[src/rtl/sct_pkg.sv]
package sct_pkg;

    // Token kinds carried on token_kind.
    localparam logic [3:0] KIND_WORD    = 4'd0;
    localparam logic [3:0] KIND_SEMI    = 4'd1;
    localparam logic [3:0] KIND_AMP     = 4'd2;
    localparam logic [3:0] KIND_PIPE    = 4'd3;
    localparam logic [3:0] KIND_LESS    = 4'd4;
    localparam logic [3:0] KIND_GREATER = 4'd5;
    localparam logic [3:0] KIND_APPEND  = 4'd6;
    localparam logic [3:0] KIND_END     = 4'd7;
    localparam logic [3:0] KIND_ERROR   = 4'd8;

    // Depth of the queue between the front and the back.
    localparam int QDepth = 4;
    localparam int QPtrW  = $clog2(QDepth);
    localparam int QCntW  = $clog2(QDepth + 1);

    typedef struct packed {
        logic [7:0] char_in;
        logic       end_of_input;
    } item_t;

    typedef struct packed {
        logic       byte_valid;
        logic [7:0] lexeme_byte;
        logic       token_done;
        logic [3:0] token_kind;
        logic       last;
    } res_t;

    // Everything one input byte produces: none, one or two results.
    typedef struct packed {
        logic [1:0] count;
        res_t       r0;
        res_t       r1;
    } bundle_t;

endpackage

[src/rtl/sct_front.sv]
module sct_front (
    input  logic              clk,
    input  logic              rst_n,
    input  logic              push,
    input  sct_pkg::item_t    item,
    output logic              full,
    input  logic              q_full,
    output logic              q_wr,
    output sct_pkg::bundle_t  q_wdata
);

    localparam logic [7:0] ChDot   = 8'h2E;
    localparam logic [7:0] ChDash  = 8'h2D;
    localparam logic [7:0] ChUnder = 8'h5F;
    localparam logic [7:0] ChSlash = 8'h2F;
    localparam logic [7:0] ChSpace = 8'h20;
    localparam logic [7:0] ChSemi  = 8'h3B;
    localparam logic [7:0] ChAmp   = 8'h26;
    localparam logic [7:0] ChPipe  = 8'h7C;
    localparam logic [7:0] ChLess  = 8'h3C;
    localparam logic [7:0] ChGt    = 8'h3E;
    localparam logic [7:0] ChQuote = 8'h22;
    localparam logic [7:0] ChBsl   = 8'h5C;

    typedef enum logic [2:0] {
        ST_START,
        ST_WORD,
        ST_ESC,
        ST_QUOTE,
        ST_GT,
        ST_ERR
    } state_t;

    typedef struct packed {
        logic          has;
        sct_pkg::res_t res;
        state_t        nxt;
    } start_t;

    state_t           state_reg;
    state_t           state_next;
    sct_pkg::bundle_t bundle;
    start_t           st;
    logic             accept;
    logic [7:0]       c;
    logic             eoi;

    function automatic logic word_byte(input logic [7:0] b);
        return (b >= 8'h61 && b <= 8'h7A) || (b >= 8'h41 && b <= 8'h5A) ||
               (b >= 8'h30 && b <= 8'h39) || b == ChDot || b == ChDash ||
               b == ChUnder || b == ChSlash;
    endfunction

    function automatic sct_pkg::res_t mk(input logic bv, input logic [7:0] b,
                                         input logic done, input logic [3:0] kind);
        sct_pkg::res_t r;
        r.byte_valid  = bv;
        r.lexeme_byte = bv ? b : 8'd0;
        r.token_done  = done;
        r.token_kind  = done ? kind : sct_pkg::KIND_WORD;
        r.last        = 1'b0;
        return r;
    endfunction

    // Handling of a byte as seen from the start state.
    function automatic start_t from_start(input logic [7:0] b, input logic e);
        start_t s;
        s.has = 1'b1;
        s.nxt = ST_START;
        s.res = mk(1'b0, 8'd0, 1'b1, sct_pkg::KIND_END);
        if (!e) begin
            if (word_byte(b)) begin
                s.nxt = ST_WORD;
                s.res = mk(1'b1, b, 1'b0, sct_pkg::KIND_WORD);
            end
            else begin
                case (b)
                    ChSpace: s.has = 1'b0;
                    ChSemi:  s.res = mk(1'b1, b, 1'b1, sct_pkg::KIND_SEMI);
                    ChAmp:   s.res = mk(1'b1, b, 1'b1, sct_pkg::KIND_AMP);
                    ChPipe:  s.res = mk(1'b1, b, 1'b1, sct_pkg::KIND_PIPE);
                    ChLess:  s.res = mk(1'b1, b, 1'b1, sct_pkg::KIND_LESS);
                    ChGt:
                    begin
                        s.nxt = ST_GT;
                        s.res = mk(1'b1, b, 1'b0, sct_pkg::KIND_WORD);
                    end
                    ChQuote:
                    begin
                        s.has = 1'b0;
                        s.nxt = ST_QUOTE;
                    end
                    ChBsl:
                    begin
                        s.has = 1'b0;
                        s.nxt = ST_ESC;
                    end
                    default:
                    begin
                        s.nxt = ST_ERR;
                        s.res = mk(1'b0, 8'd0, 1'b1, sct_pkg::KIND_ERROR);
                    end
                endcase
            end
        end
        return s;
    endfunction

    assign c      = item.char_in;
    assign eoi    = item.end_of_input;
    assign full   = q_full;
    assign accept = push && !q_full;
    assign st     = from_start(c, eoi);

    always_comb
    begin
        state_next   = state_reg;
        bundle.count = 2'd0;
        bundle.r0    = '0;
        bundle.r1    = '0;
        unique case (state_reg)
            ST_WORD:
            begin
                if (!eoi && word_byte(c)) begin
                    bundle.count = 2'd1;
                    bundle.r0    = mk(1'b1, c, 1'b0, sct_pkg::KIND_WORD);
                end
                else if (!eoi && c == ChBsl) begin
                    state_next = ST_ESC;
                end
                else begin
                    // The word closes first, then the byte is taken as at start.
                    bundle.r0    = mk(1'b0, 8'd0, 1'b1, sct_pkg::KIND_WORD);
                    bundle.r1    = st.res;
                    bundle.count = st.has ? 2'd2 : 2'd1;
                    state_next   = st.nxt;
                end
            end
            ST_ESC:
            begin
                bundle.count = 2'd1;
                if (eoi) begin
                    state_next = ST_START;
                    bundle.r0  = mk(1'b0, 8'd0, 1'b1, sct_pkg::KIND_ERROR);
                end
                else begin
                    state_next = ST_WORD;
                    bundle.r0  = mk(1'b1, c, 1'b0, sct_pkg::KIND_WORD);
                end
            end
            ST_QUOTE:
            begin
                bundle.count = 2'd1;
                if (eoi) begin
                    state_next = ST_START;
                    bundle.r0  = mk(1'b0, 8'd0, 1'b1, sct_pkg::KIND_ERROR);
                end
                else if (c == ChQuote) begin
                    state_next = ST_START;
                    bundle.r0  = mk(1'b0, 8'd0, 1'b1, sct_pkg::KIND_WORD);
                end
                else begin
                    bundle.r0 = mk(1'b1, c, 1'b0, sct_pkg::KIND_WORD);
                end
            end
            ST_GT:
            begin
                if (!eoi && c == ChGt) begin
                    state_next   = ST_START;
                    bundle.count = 2'd1;
                    bundle.r0    = mk(1'b1, c, 1'b1, sct_pkg::KIND_APPEND);
                end
                else begin
                    bundle.r0    = mk(1'b0, 8'd0, 1'b1, sct_pkg::KIND_GREATER);
                    bundle.r1    = st.res;
                    bundle.count = st.has ? 2'd2 : 2'd1;
                    state_next   = st.nxt;
                end
            end
            ST_ERR:
            begin
                if (eoi) begin
                    state_next = ST_START;
                end
            end
            default:
            begin
                bundle.r0    = st.res;
                bundle.count = st.has ? 2'd1 : 2'd0;
                state_next   = st.nxt;
            end
        endcase
        if (bundle.count == 2'd1) begin
            bundle.r0.last = 1'b1;
        end
        if (bundle.count == 2'd2) begin
            bundle.r1.last = 1'b1;
        end
    end

    assign q_wr    = accept && (bundle.count != 2'd0);
    assign q_wdata = bundle;

    always_ff @(posedge clk or negedge rst_n)
    begin
        if (!rst_n) begin
            state_reg <= ST_START;
        end
        else if (accept) begin
            state_reg <= state_next;
        end
    end

endmodule

[src/rtl/sct_queue.sv]
module sct_queue (
    input  logic              clk,
    input  logic              rst_n,
    input  logic              wr,
    input  sct_pkg::bundle_t  wdata,
    output logic              q_full,
    input  logic              rd,
    output sct_pkg::bundle_t  rdata,
    output logic              q_empty
);

    sct_pkg::bundle_t                mem_reg [sct_pkg::QDepth];
    logic [sct_pkg::QPtrW-1:0]       wr_ptr_reg;
    logic [sct_pkg::QPtrW-1:0]       rd_ptr_reg;
    logic [sct_pkg::QCntW-1:0]       count_reg;
    logic [sct_pkg::QPtrW-1:0]       wr_ptr_next;
    logic [sct_pkg::QPtrW-1:0]       rd_ptr_next;
    logic [sct_pkg::QCntW-1:0]       count_next;

    localparam logic [sct_pkg::QPtrW-1:0] LastPtr = sct_pkg::QPtrW'(sct_pkg::QDepth - 1);
    localparam logic [sct_pkg::QCntW-1:0] FullCnt = sct_pkg::QCntW'(sct_pkg::QDepth);

    assign q_full  = (count_reg == FullCnt);
    assign q_empty = (count_reg == '0);
    assign rdata   = mem_reg[rd_ptr_reg];

    always_comb
    begin
        wr_ptr_next = wr_ptr_reg;
        rd_ptr_next = rd_ptr_reg;
        count_next  = count_reg;
        if (wr) begin
            wr_ptr_next = (wr_ptr_reg == LastPtr) ? '0 : wr_ptr_reg + 1'b1;
        end
        if (rd) begin
            rd_ptr_next = (rd_ptr_reg == LastPtr) ? '0 : rd_ptr_reg + 1'b1;
        end
        if (wr && !rd) begin
            count_next = count_reg + 1'b1;
        end
        else if (rd && !wr) begin
            count_next = count_reg - 1'b1;
        end
    end

    always_ff @(posedge clk)
    begin
        if (wr) begin
            mem_reg[wr_ptr_reg] <= wdata;
        end
    end

    always_ff @(posedge clk or negedge rst_n)
    begin
        if (!rst_n) begin
            wr_ptr_reg <= '0;
            rd_ptr_reg <= '0;
            count_reg  <= '0;
        end
        else begin
            wr_ptr_reg <= wr_ptr_next;
            rd_ptr_reg <= rd_ptr_next;
            count_reg  <= count_next;
        end
    end

endmodule

[src/rtl/sct_back.sv]
module sct_back (
    input  logic              clk,
    input  logic              rst_n,
    input  sct_pkg::bundle_t  q_rdata,
    input  logic              q_empty,
    output logic              q_rd,
    output sct_pkg::res_t     result,
    output logic              empty,
    input  logic              pop
);

    sct_pkg::res_t out_reg;
    logic          out_valid_reg;
    logic          sel_reg;
    sct_pkg::res_t out_next;
    logic          out_valid_next;
    logic          sel_next;
    logic          load;
    logic          head_last;

    // The output register takes the next result whenever it is free or being taken.
    assign load      = !q_empty && (!out_valid_reg || pop);
    assign head_last = sel_reg || (q_rdata.count == 2'd1);
    assign q_rd      = load && head_last;

    always_comb
    begin
        out_next       = out_reg;
        out_valid_next = out_valid_reg;
        sel_next       = sel_reg;
        if (load) begin
            out_next       = sel_reg ? q_rdata.r1 : q_rdata.r0;
            out_valid_next = 1'b1;
            sel_next       = !head_last;
        end
        else if (pop) begin
            out_valid_next = 1'b0;
        end
    end

    always_ff @(posedge clk)
    begin
        out_reg <= out_next;
    end

    always_ff @(posedge clk or negedge rst_n)
    begin
        if (!rst_n) begin
            out_valid_reg <= 1'b0;
            sel_reg       <= 1'b0;
        end
        else begin
            out_valid_reg <= out_valid_next;
            sel_reg       <= sel_next;
        end
    end

    assign result = out_reg;
    assign empty  = !out_valid_reg;

endmodule

[src/rtl/shell_command_tokenizer.sv]
// Channel   Ports                     Request moves when
// input     push, full, item          push high and full low
// result    empty, pop, result        pop high and empty low
//
// A byte is taken in every cycle while the queue between front and back has room.
// Each byte yields zero, one or two results; the back hands out one result per
// cycle while pop is held, from its output register. A result is registered in
// the queue and then in the output register before it appears.
// Reset returns the lexer to its start state and empties the queue and output.
// A stalled result side fills the four-entry queue, after which full rises.
module shell_command_tokenizer (
    input  logic           clk,
    input  logic           rst_n,
    input  logic           push,
    output logic           full,
    input  sct_pkg::item_t item,
    output logic           empty,
    input  logic           pop,
    output sct_pkg::res_t  result
);

    logic             q_wr;
    logic             q_rd;
    logic             q_full;
    logic             q_empty;
    sct_pkg::bundle_t q_wdata;
    sct_pkg::bundle_t q_rdata;

    sct_front u_front (
        .clk     (clk),
        .rst_n   (rst_n),
        .push    (push),
        .item    (item),
        .full    (full),
        .q_full  (q_full),
        .q_wr    (q_wr),
        .q_wdata (q_wdata)
    );

    sct_queue u_queue (
        .clk     (clk),
        .rst_n   (rst_n),
        .wr      (q_wr),
        .wdata   (q_wdata),
        .q_full  (q_full),
        .rd      (q_rd),
        .rdata   (q_rdata),
        .q_empty (q_empty)
    );

    sct_back u_back (
        .clk     (clk),
        .rst_n   (rst_n),
        .q_rdata (q_rdata),
        .q_empty (q_empty),
        .q_rd    (q_rd),
        .result  (result),
        .empty   (empty),
        .pop     (pop)
    );

    a_no_write_when_full : assert property (@(posedge clk) disable iff (!rst_n)
        q_wr |-> !q_full)
        else $error("queue written while full");

    a_no_read_when_empty : assert property (@(posedge clk) disable iff (!rst_n)
        q_rd |-> !q_empty)
        else $error("queue read while empty");

    a_bundle_count : assert property (@(posedge clk) disable iff (!rst_n)
        q_wr |-> (q_wdata.count == 2'd1 || q_wdata.count == 2'd2))
        else $error("bundle with bad result count queued");

    a_last_marks_bundle_end : assert property (@(posedge clk) disable iff (!rst_n)
        q_wr && q_wdata.count == 2'd2 |-> !q_wdata.r0.last && q_wdata.r1.last)
        else $error("last flag misplaced in two-result bundle");

endmodule

[config.mk]
export PLATFORM = sky130hd
export DESIGN_NAME = shell_command_tokenizer
export DESIGN_NICKNAME = d
export VERILOG_FILES = /design/src/rtl/sct_pkg.sv /design/src/rtl/sct_front.sv /design/src/rtl/sct_queue.sv /design/src/rtl/sct_back.sv /design/src/rtl/shell_command_tokenizer.sv
export SDC_FILE = /design/constraint.sdc
export NUM_CORES = 1
export LEC_CHECK = 0
export BUFFER_PORTS_ARGS = -buffer_cell sky130_fd_sc_hd__buf_2
export CELL_PAD_IN_SITES_DETAIL_PLACEMENT = 0
export CELL_PAD_IN_SITES_GLOBAL_PLACEMENT = 1
export CORE_UTILIZATION = 37
export CTS_CLUSTER_SIZE = 40
export DETAILED_ROUTE_END_ITERATION = 8
export PLACE_DENSITY_LB_ADDON = 0.25
export SYNTH_ARGS = -nofsm -noshare
export SYNTH_HDL_FRONTEND = slang
export SYNTH_HIERARCHICAL = 1
export SYNTH_SLANG_ARGS = --single-unit
[constraint.sdc]
create_clock -name clk -period 3.1 [get_ports clk]
set_input_delay 0.62 -clock clk [delete_from_list [all_inputs] [get_ports clk]]
set_output_delay 0.62 -clock clk [all_outputs]
set_load 0.01 [all_outputs]
# --- Yosys cells after proc, flatten, opt, wreduce, memory -nomap -nowiden ---
# Memory sizes are Yosys's and may differ from the RTL's.
# Cells that the tools add are included.
# W data, S select, Z words.
word_totals:
  n_memories: 1
  reg_bits: 27
  out_inout_bits: 17
  ram_bits: 128
  word_cells: 119
mem_list:
  columns: ["name", "words", "word_bits", "read_ports", "rd_ports_with_merged_regs", "wr", "line_no", "text"]
  rows:
  - ["u_queue.mem_reg", 4, 32, 1, 0, 1, "sct_queue.sv:12", "sct_pkg::bundle_t mem_reg [sct_pkg::QDepth];"]
op_classes:
  eq_ne: 26
  addsub: 4
  n_reduce_logical: 34
  mux: 37
  magnitude_cmp: 6
ops:
  columns: ["op", "n"]
  rows:
  - ["$mux W15", 6]
  - ["$pmux W15 S6", 1]
  - ["$pmux W17 S5", 1]
  - ["$eq A8 B6 Y1 const B", 9]
  - ["$mux W17", 2]
  - ["$mux W32", 1]
  - ["$pmux W15 S2", 1]
  - ["$eq A8 B7 Y1 const B", 3]
  - ["$mux W3", 8]
  - ["$mux W19", 1]
  - ["$mux W18", 1]
  - ["$ge A8 B7 Y1 const B", 2]
  - ["$le A8 B7 Y1 const B", 2]
  - ["$pmux W3 S5", 1]
  - ["$logic_and A1 B1 Y1", 12]
  - ["$pmux W3 S4", 1]
  - ["$mux W1", 10]
  - ["$eq A3 B3 Y1 const B", 3]
  - ["$ge A8 B6 Y1 const B", 1]
  - ["$le A8 B6 Y1 const B", 1]
  - ["$logic_or A1 B1 Y1", 8]
  - ["$logic_not A1 Y1", 7]
  - ["$eq A2 B2 Y1 const B", 3]
  - ["$eq A3 B2 Y1 const B", 2]
  - ["13 further kinds", 20]

# --- Longest topological paths before layout ---
# Gate-level depths: netlist (run 1).
depth:
  word_depth: 20
  depth_mapped: 14
  mapped_depth_nobuf: 12

# --- Modules after synthesis ---
# The synthesis (run 1) kept the hierarchy.
modules_own_cells:
  columns: ["mod", "n_inst", "cells_per_inst", "seq_area_each_um2", "area_per_inst_um2"]
  rows:
  - ["sct_queue", 1, 205, 4018.9, 5081.1]
  - ["sct_front", 1, 198, 75.1, 1267.5]
  - ["sct_back", 1, 42, 500.5, 782.0]

# --- Least setup slack after synthesis (run 1) ---
# No wires, ideal clock.
synth_timing:
  kind: "input to register"
  from: "in item[4] (netlist name)"
  to: "mem u_queue/mem_reg[0][0] (netlist name), enable pin"
  path_slack_ns: -0.426
  required_ns: 2.708
  path_stages: 9
  path_buffers: 2
  setup_ns: 0.392
  arrival_ns: 3.134
  path_cell_list: "buf_2 and4bb_2 and4_1 buf_2 or3_1 o21ai_2 o211ai_1 a31oi_1 and2_1"
synth_between:
  elab_chain_len: 18
  elab_cells_between_ends: 40
synth_rtl:
  columns: ["element", "line_no", "text"]
  rows:
  - ["from (decl)", "shell_command_tokenizer.sv:16", "input sct_pkg::item_t item,"]
  - ["$ge A8 B7 Y1 or $le A8 B7 Y1 (tied branches)", "sct_front.sv:49", "return (b >= 8'h61 && b <= 8'h7A) || (b >= 8'h41 && b <= 8'h5A) ||"]
  - ["$logic_and A1 B1 Y1", "sct_front.sv:49", null]
  - ["$logic_or A1 B1 Y1 (2 in a row)", "sct_front.sv:49", null]
  - ["$logic_or A1 B1 Y1 (3 in a row)", "sct_front.sv:50", "(b >= 8'h30 && b <= 8'h39) || b == ChDot || b == ChDash ||"]
  - ["$logic_or A1 B1 Y1", "sct_front.sv:51", "b == ChUnder || b == ChSlash;"]
  - ["$mux W1", "sct_front.sv:72", "if (word_byte(b)) begin"]
  - ["$mux W19", "sct_front.sv:71", "if (!e) begin"]
  - ["$mux W2", "sct_front.sv:135, sct_front.sv:176", null]
  - ["$mux W32", "sct_front.sv:128", "else if (!eoi && c == ChBsl) begin"]
  - ["$mux W17", "sct_front.sv:124", "if (!eoi && word_byte(c)) begin"]
  - ["$pmux W17 S5 (*)", "sct_front.sv:121", "unique case (state_reg)"]
  - ["$reduce_bool A2 Y1 (*)", "sct_front.sv:201", "assign q_wr = accept && (bundle.count != 2'd0);"]
  - ["$logic_and A1 B1 Y1 (*)", "sct_front.sv:201", null]
  - ["named net q_wr", "shell_command_tokenizer.sv:22", "logic q_wr;"]
  - ["$mux W1 (*)", "sct_queue.sv:48", "if (wr) begin"]
  - ["$mux W1 (not written as such) (*)", "sct_queue.sv:49", "mem_reg[wr_ptr_reg] <= wdata;"]
  - ["to (decl)", "sct_queue.sv:12", null]
# Mark *: on every way through the listed nets, which the timed path passes. The rest lies on a longest branch.

# --- Worst setup path after layout (run 1) ---
layout_timing:
  from: "in item[1] (netlist name)"
  to: "reg u_queue/count_reg[2] (netlist name)"
layout_between:
  elab_chain_len: 19
  elab_cells_between_ends: 43
layout_rtl:
  columns: ["element", "line_no", "text"]
  rows:
  - ["$ge A8 B7 Y1 or $le A8 B7 Y1 (tied branches)", "sct_front.sv:49", null]
  - ["$logic_and A1 B1 Y1", "sct_front.sv:49", null]
  - ["$logic_or A1 B1 Y1 (2 in a row)", "sct_front.sv:49", null]
  - ["$logic_or A1 B1 Y1 (3 in a row)", "sct_front.sv:50", null]
  - ["$logic_or A1 B1 Y1", "sct_front.sv:51", null]
  - ["$mux W1", "sct_front.sv:72", null]
  - ["$mux W19", "sct_front.sv:71", null]
  - ["$mux W2", "sct_front.sv:135, sct_front.sv:176", null]
  - ["$mux W32", "sct_front.sv:128", null]
  - ["$mux W17", "sct_front.sv:124", null]
  - ["$pmux W17 S5 (*)", "sct_front.sv:121", null]
  - ["$reduce_bool A2 Y1 (*)", "sct_front.sv:201", null]
  - ["$logic_and A1 B1 Y1 (*)", "sct_front.sv:201", null]
  - ["named net q_wr", "shell_command_tokenizer.sv:22", null]
  - ["$logic_not A1 Y1", "sct_queue.sv:41", "else if (rd && !wr) begin"]
  - ["$logic_and A1 B1 Y1", "sct_queue.sv:41", null]
  - ["$reduce_bool A2 Y1 (no source line)", null, null]
  - ["to (signal assigned)", "sct_queue.sv:63", "count_reg <= count_next;"]
  - ["to (decl)", "sct_queue.sv:15", "logic [sct_pkg::QCntW-1:0] count_reg;"]
# Marks and branches as above.
# A chain may end at the register's enable or synchronous reset.

==> results of run 1 <==
## layout by cell type (no fill, tap or decap), types with 4 or more instances in the layout
cell type and instances:
edfxtp_1 143, nand3_1 4, buf_4 57, mux2_4 9
clkbuf_16 17, ha_1 5, mux4_2 28, nor2b_1 9
nor2_1 22, nand2b_1 5, buf_12 8, and2_2 4
buf_2 29, inv_1 11, a21oi_1 16, a31oi_1 4
and2_1 7, dfrtp_1 11, o21ai_0 20, mux4_1 4
nor3_1 10, mux2_2 10, nand2_1 21
## final timing paths
check                                         to  slack [ns]  cells after the start
hold / removal                    u_back/sel_reg        0.07                      1
min in group clk            u_back/out_valid_reg        0.41                      2
hold reg to reg             u_queue/count_reg[2]        0.49                      1
setup / recovery            u_queue/count_reg[2]        0.29                     14
max in group asynchronous  u_queue/rd_ptr_reg[0]        2.79                      1
setup reg to reg            u_queue/count_reg[1]        0.32                      9
## cells by family (layout without fill, tap and decap cells)
logic type / after synthesis / in the layout / synth area share [%]
flip-flops: 155 / 155 / 64.4
AND/OR/NAND/NOR: 108 / 108 / 8.49
other: 1 / 1 / 0.0526
buffers and inverters: 41 / 138 / 3.72
adder cells (fa/ha/maj): 7 / 7 / 1.33
multiplexers: 52 / 52 / 13.9
XOR/XNOR: 4 / 4 / 0.491
AO/OA/AOI/OAI: 77 / 77 / 7.55
## power breakdown
group	leakage, nW	switching [mW]	total [mW]	internal, mW
logic	1.30	1.46	2.85	1.39
registers	1.48	0.176	3.26	3.08
clock network	0.271	0.783	1.98	1.20
total	3.05	2.42	8.09	5.67
## per-layer routing
| metal | wire [microns] | vias up | global-route usage (%) |
|---|---|---|---|
| met2 | 6950 | 80 | 25.6 |
| met3 | 499 | 13 | 4.28 |
| met1 | 6670 | 2044 | 20.5 |
| met4 | 181 | 0 | 5.26 |
| met5 | 0 | - | 0 |
| li1 | - | 1917 | - |
## area by class of cell
class                      count  area (sq um)
inverter                      12          45.0
sequential                   155          4600
fill                        1651         10200
multi-input combinational    249          2300
clock inverter                11           119
timing repair buffer          94           733
tap                          234           293
clock buffer                  21           450
## critical path, delay by kind of cell
family	cells	cell delay (ns)
buf+inv	3	0.36
compound gates	4	0.62
simple gates	3	0.67
xor+xnor	2	0.28
fa+ha+maj	2	0.58
## metrics by stage
stage	worst slack, ns	utilization, %	setup TNS [ns]
2_1_floorplan	-0.0965	-	-0.176
3_3_place_gp	-0.0994	42.4	-0.173
3_5_place_dp	-0.164	42.4	-0.294
4_1_cts	0.272	45.5	0
5_1_grt	0.0454	45.5	0
6_report	0.291	45.5	0
==> results.toml, run 1 <==
[run_status]
status = "completed"

[place]
dp_hpwl_microns = 10100
dp.cells = 744
placed_area_sq_mm = 0.00796
port_buffers = 29
routabilityCongestion = 0.813

[flow_run]
drv_cap = 0

[critical_path]
cp.arrival_ns = 3.16
slowest_stage = "nor4_1"
worst_path_most_repeated_cell = "xor2_1"
crit_path_end_kind = "flip-flop"
critical_path.max_fanout = 7
start_kind = "input port"
critical_path_class = "in2reg"
rr_startpoint = "u_front/state_reg[2]"
critPathMaxStageDelay_ns = 0.40
path_cells = "buf_2, nor4_1, buf_4, and2_1, o31ai_1, o21ai_0, a21oi_1, a31oi_2, ha_2, inv_2, fa_2, xor2_1, nor2_1, xor2_1"
crit_path_start = "item[1]"
crit_required_ns = 3.45

[drt]
drt_wl_total_microns = 14300
vias = 4054
initialDrtViolationCount = 337
wl_per_cell_microns = 18.4
drcViolationCount = 0
via_per_inst = 5.22
firstDrtPassIters = 4
postRouteAntennaNets = 0

[yosys]
syn_inst = 445
ys_seq_area_share_pct = 64.4
avgSynthCellArea_sq_um = 16.0
synth_top_area_share_pct = 60.2
synth_top_flop_cell = "edfxtp_1"
synth.most_common_cell = "edfxtp_1"
yosys-top-cells-count = "edfxtp_1 (143), mux4_2 (28), nor2_1 (22)"
yosys-top-cells-area = "edfxtp_1 (60%), mux4_2 (8.8%), dfrtp_1 (4.2%), mux2_4 (1.9%), mux2_2 (1.6%)"
netlist_area_sq_mm = 0.00713
yosys.area.top_type = "edfxtp_1"
synth_warnings = 6
synth-edff-count = 143
synth_cell_types = 68
yosys_register_bits = 155
synthesis.nets = 465
synthArstFlopShare_pct = 7.74

[layout]
largest_reg_flops = 128
final_cell_area_sq_mm = 0.00853
drive_above_1_share_pct = 35.2
nNetsFinal = 549
diodes = 0
area_delta_synth_final_pct = 19.7
final_cells = 776

[floorplanning]
fp.dieW_microns = 141
initial_utilization_pct = 38.0
dieArea_sq_mm = 0.0198
rows = 50
die-height_microns = 141
core_sq_mm = 0.0188
ios = 30

[timing]
hold_viol = 0
worst_slew_pin_slew_ns = 0.736
final.setup_skew_ns = 0.00659
slew_viol_final = 0
rsz0062_at_grt = "false"
hold_ws_ns = 0.0693
min_period_ns = 2.81
setup_violations = 0
slew_headroom_pct = 50.8
post-route-period-util_pct = 90.6
max_freq_mhz = 356

[cts]
postCtsHoldBufs = 0
cts_tree = "done"
ctsResizeCount = 0
cts_buffer_depth = 2
cts-buffers-inserted = 17
cts_sinks = 155
cts_setup_buffers = 0
clkSlewWorstSetupHoldPaths_ns = 0.06
h-tree-depth = 4
ctsRootBufferMaster = "clkbuf_16"
clock_latency_ns = 0.42

[grt]
grt_max_degree = 25
antenna_found_initial = 0
grt_pass1_vias = 4235
grt_pass1_wl_microns = 23000
gr-total-overflow = 0
grt_usage_pct = 15.8

[power]
cellLeakagePower_nw = 3.05
power.density_mw_per_mm2 = 949
peakVddDrop_mv = 0.396
finalPower_mw = 8.09

[worst_hold_path]
min_path_type = "in2async"
Power figures use the tool's default switching activity.
==> run 2: changes to the inputs <==
ABC_AREA = 1   (was default)
==> results.toml, run 2 <==
[timing]
rsz0062_at_grt = "false"
slew_viol_final = 0
post-route-period-util_pct = 83.4
final.setup_skew_ns = 0.00754
slew_headroom_pct = 56.3
hold_ws_ns = 0.0723
setup_ws_ns = 0.513
hold_viol = 0
setup_tns_ns = 0
max_freq_mhz = 387
setup_violations = 0
min_period_ns = 2.59
worst_slew_pin_slew_ns = 0.649

[run_status]
status = "completed"

[floorplanning]
ios = 30
rows = 51
core_sq_mm = 0.0197
dieArea_sq_mm = 0.0210
initial_utilization_pct = 38.4
die-height_microns = 145
fp.dieW_microns = 145

[drt]
vias = 5031
drcViolationCount = 0
via_per_inst = 4.75
wl_per_cell_microns = 15.2
firstDrtPassIters = 4
postRouteAntennaNets = 0
initialDrtViolationCount = 271
drt_wl_total_microns = 16100

[layout]
area_delta_synth_final_pct = 13.2
multi_input_area_sq_mm = 0.00219
fill_cells = 1867
final_cells = 1060
layout_commonest_cell = "nand2_1"
drive_above_1_share_pct = 16.2
seqCellArea_sq_mm = 0.00459
utilization_pct = 43.4
final_cell_area_sq_mm = 0.00856
largest_reg_flops = 128
diodes = 0
nNetsFinal = 802
final_cell_mix = "nand2_1 (209), edfxtp_1 (143), inv_1 (124)"

[yosys]
synthArstFlopShare_pct = 7.74
yosys-top-cells-area = "edfxtp_1 (57%), nand2_1 (10%), o211ai_1 (6.7%), inv_1 (6.2%), dfrtp_1 (4.0%)"
synth.most_common_cell = "nand2_1"
yosys-top-cells-count = "nand2_1 (209), edfxtp_1 (143), inv_1 (124)"
synth_cell_types = 40
yosys.area.top_type = "edfxtp_1"
avgSynthCellArea_sq_um = 10.2
synth_top_area_share_pct = 56.8
synthesis.nets = 762
synth_warnings = 6
yosys_register_bits = 155
syn_inst = 742
netlist_area_sq_mm = 0.00756
synth_top_flop_cell = "edfxtp_1"
ys_seq_area_share_pct = 60.8
synth-edff-count = 143

[critical_path]
cp.arrival_ns = 2.90
critical_path_class = "reg2reg"
crit_required_ns = 3.41
start_kind = "flip-flop"
critical_path.max_fanout = 10
crit_path_end_kind = "flip-flop"
rrSetupSlack_ns = 0.51

[flow_run]
drv_cap = 0

[grt]
top_usage_layer = "met2"
grtUsageMet2_pct = 26.4
grt_pass1_vias = 4810
antenna_found_initial = 0
grt_usage_pct = 16.1
grt.met1_usage_pct = 20.9
grt_max_degree = 66
grt_pass1_wl_microns = 25600
met3_usage_pct = 3.11
gr-total-overflow = 0

[power]
peakVddDrop_mv = 0.388
p_comb_share_pct = 35.4
power.density_mw_per_mm2 = 940
internal_power_mw = 5.11
finalPower_mw = 8.05
cellLeakagePower_nw = 3.72
p_switching_mw = 2.93
swShare_pct = 36.5
p_seq_share_pct = 40.4
clockPowerShare_pct = 24.2

[cts]
cts_sinks = 155
h-tree-depth = 4
ctsResizeCount = 0
clkSlewWorstSetupHoldPaths_ns = 0.06
cts-buffers-inserted = 17
postCtsHoldBufs = 0
clock_latency_ns = 0.42
ctsRootBufferMaster = "clkbuf_16"
cts_tree = "done"
cts_buffer_depth = 2
cts_setup_buffers = 0

[place]
dp_hpwl_microns = 11000
port_buffers = 29
place_ws_ns = 0.169
dp.cells = 1028
routabilityCongestion = 0.872
placed_area_sq_mm = 0.00800

[worst_hold_path]
min_path_type = "in2async"
[run 2: cell types whose count changed after synthesis, sizes merged, moves of 10 or more]
| cell | delta |
|---|---|
| nand2 | +201 |
| inv | +125 |
| o211ai | +64 |
| mux4 | -32 |
| nand3 | +20 |
| mux2 | -19 |
| nand4 | +10 |
[run 2: cell families after synthesis]
family,Yosys count,share of synthesized area [%]
xor+xnor,1,0.116
buf+inv,168,10.3
compound gates,111,10.1
simple gates,299,17.4
fa+ha+maj,7,1.26
flops,155,60.8
other cells,1,0.0496
[run 2: metal layers]
| metal | routed length, microns | up-vias |
|---|---|---|
| li1 | - | 2554 |
| met1 | 7650 | 2379 |
| met2 | 7680 | 81 |
| met3 | 490 | 17 |
| met4 | 237 | 0 |
| met5 | 0 | - |
[run 2: path summary, 6_finish.rpt]
check,from,cells after the start,endpoint
min reg2reg,u_queue/count_reg[2],2,u_queue/count_reg[2]
min,rst_n,1,u_queue/wr_ptr_reg[0]
max reg2reg,u_front/state_reg[1],14,u_queue/count_reg[2]
max in group asynchronous,rst_n,1,u_queue/rd_ptr_reg[1]
max,u_front/state_reg[1],14,u_queue/count_reg[2]
min in group clk,pop,4,u_back/out_valid_reg
[run 2: worst max-delay path, cell delays in order, from the launching register on]
cell and delay (ns):
dfrtp_1 0.51, nor2_1 0.15, nand2_1 0.16, inv_2 0.27
nand3_2 0.13, o21ai_2 0.12, nor2_2 0.07, nor2_2 0.11
ha_1 0.17, inv_1 0.07, fa_1 0.39, nand2_1 0.11
nand3_1 0.09, nand2_1 0.06, nand2_1 0.04
[run 2: power groups by stage]
stage / logic [mW] / clock network, mW / registers, mW
floorplan: 2.06 / 0 / 3.34
global placement: 2.85 / 0 / 3.28
detailed placement: 2.90 / 0 / 3.30
CTS: 2.90 / 1.99 / 3.25
global route: 3.23 / 2.09 / 3.30
finish: 2.85 / 1.95 / 3.25
[run 2: area by class of cell]
type | count | share of cell area [%]
Clock buffer | 17 | 4.97
Inverter | 138 | 6.07
Timing Repair Buffer | 51 | 4.21
Sequential cell | 155 | 53.7
Tap cell | 265 | 3.87
Clock inverter | 15 | 1.62
Multi-Input combinational cell | 419 | 25.6
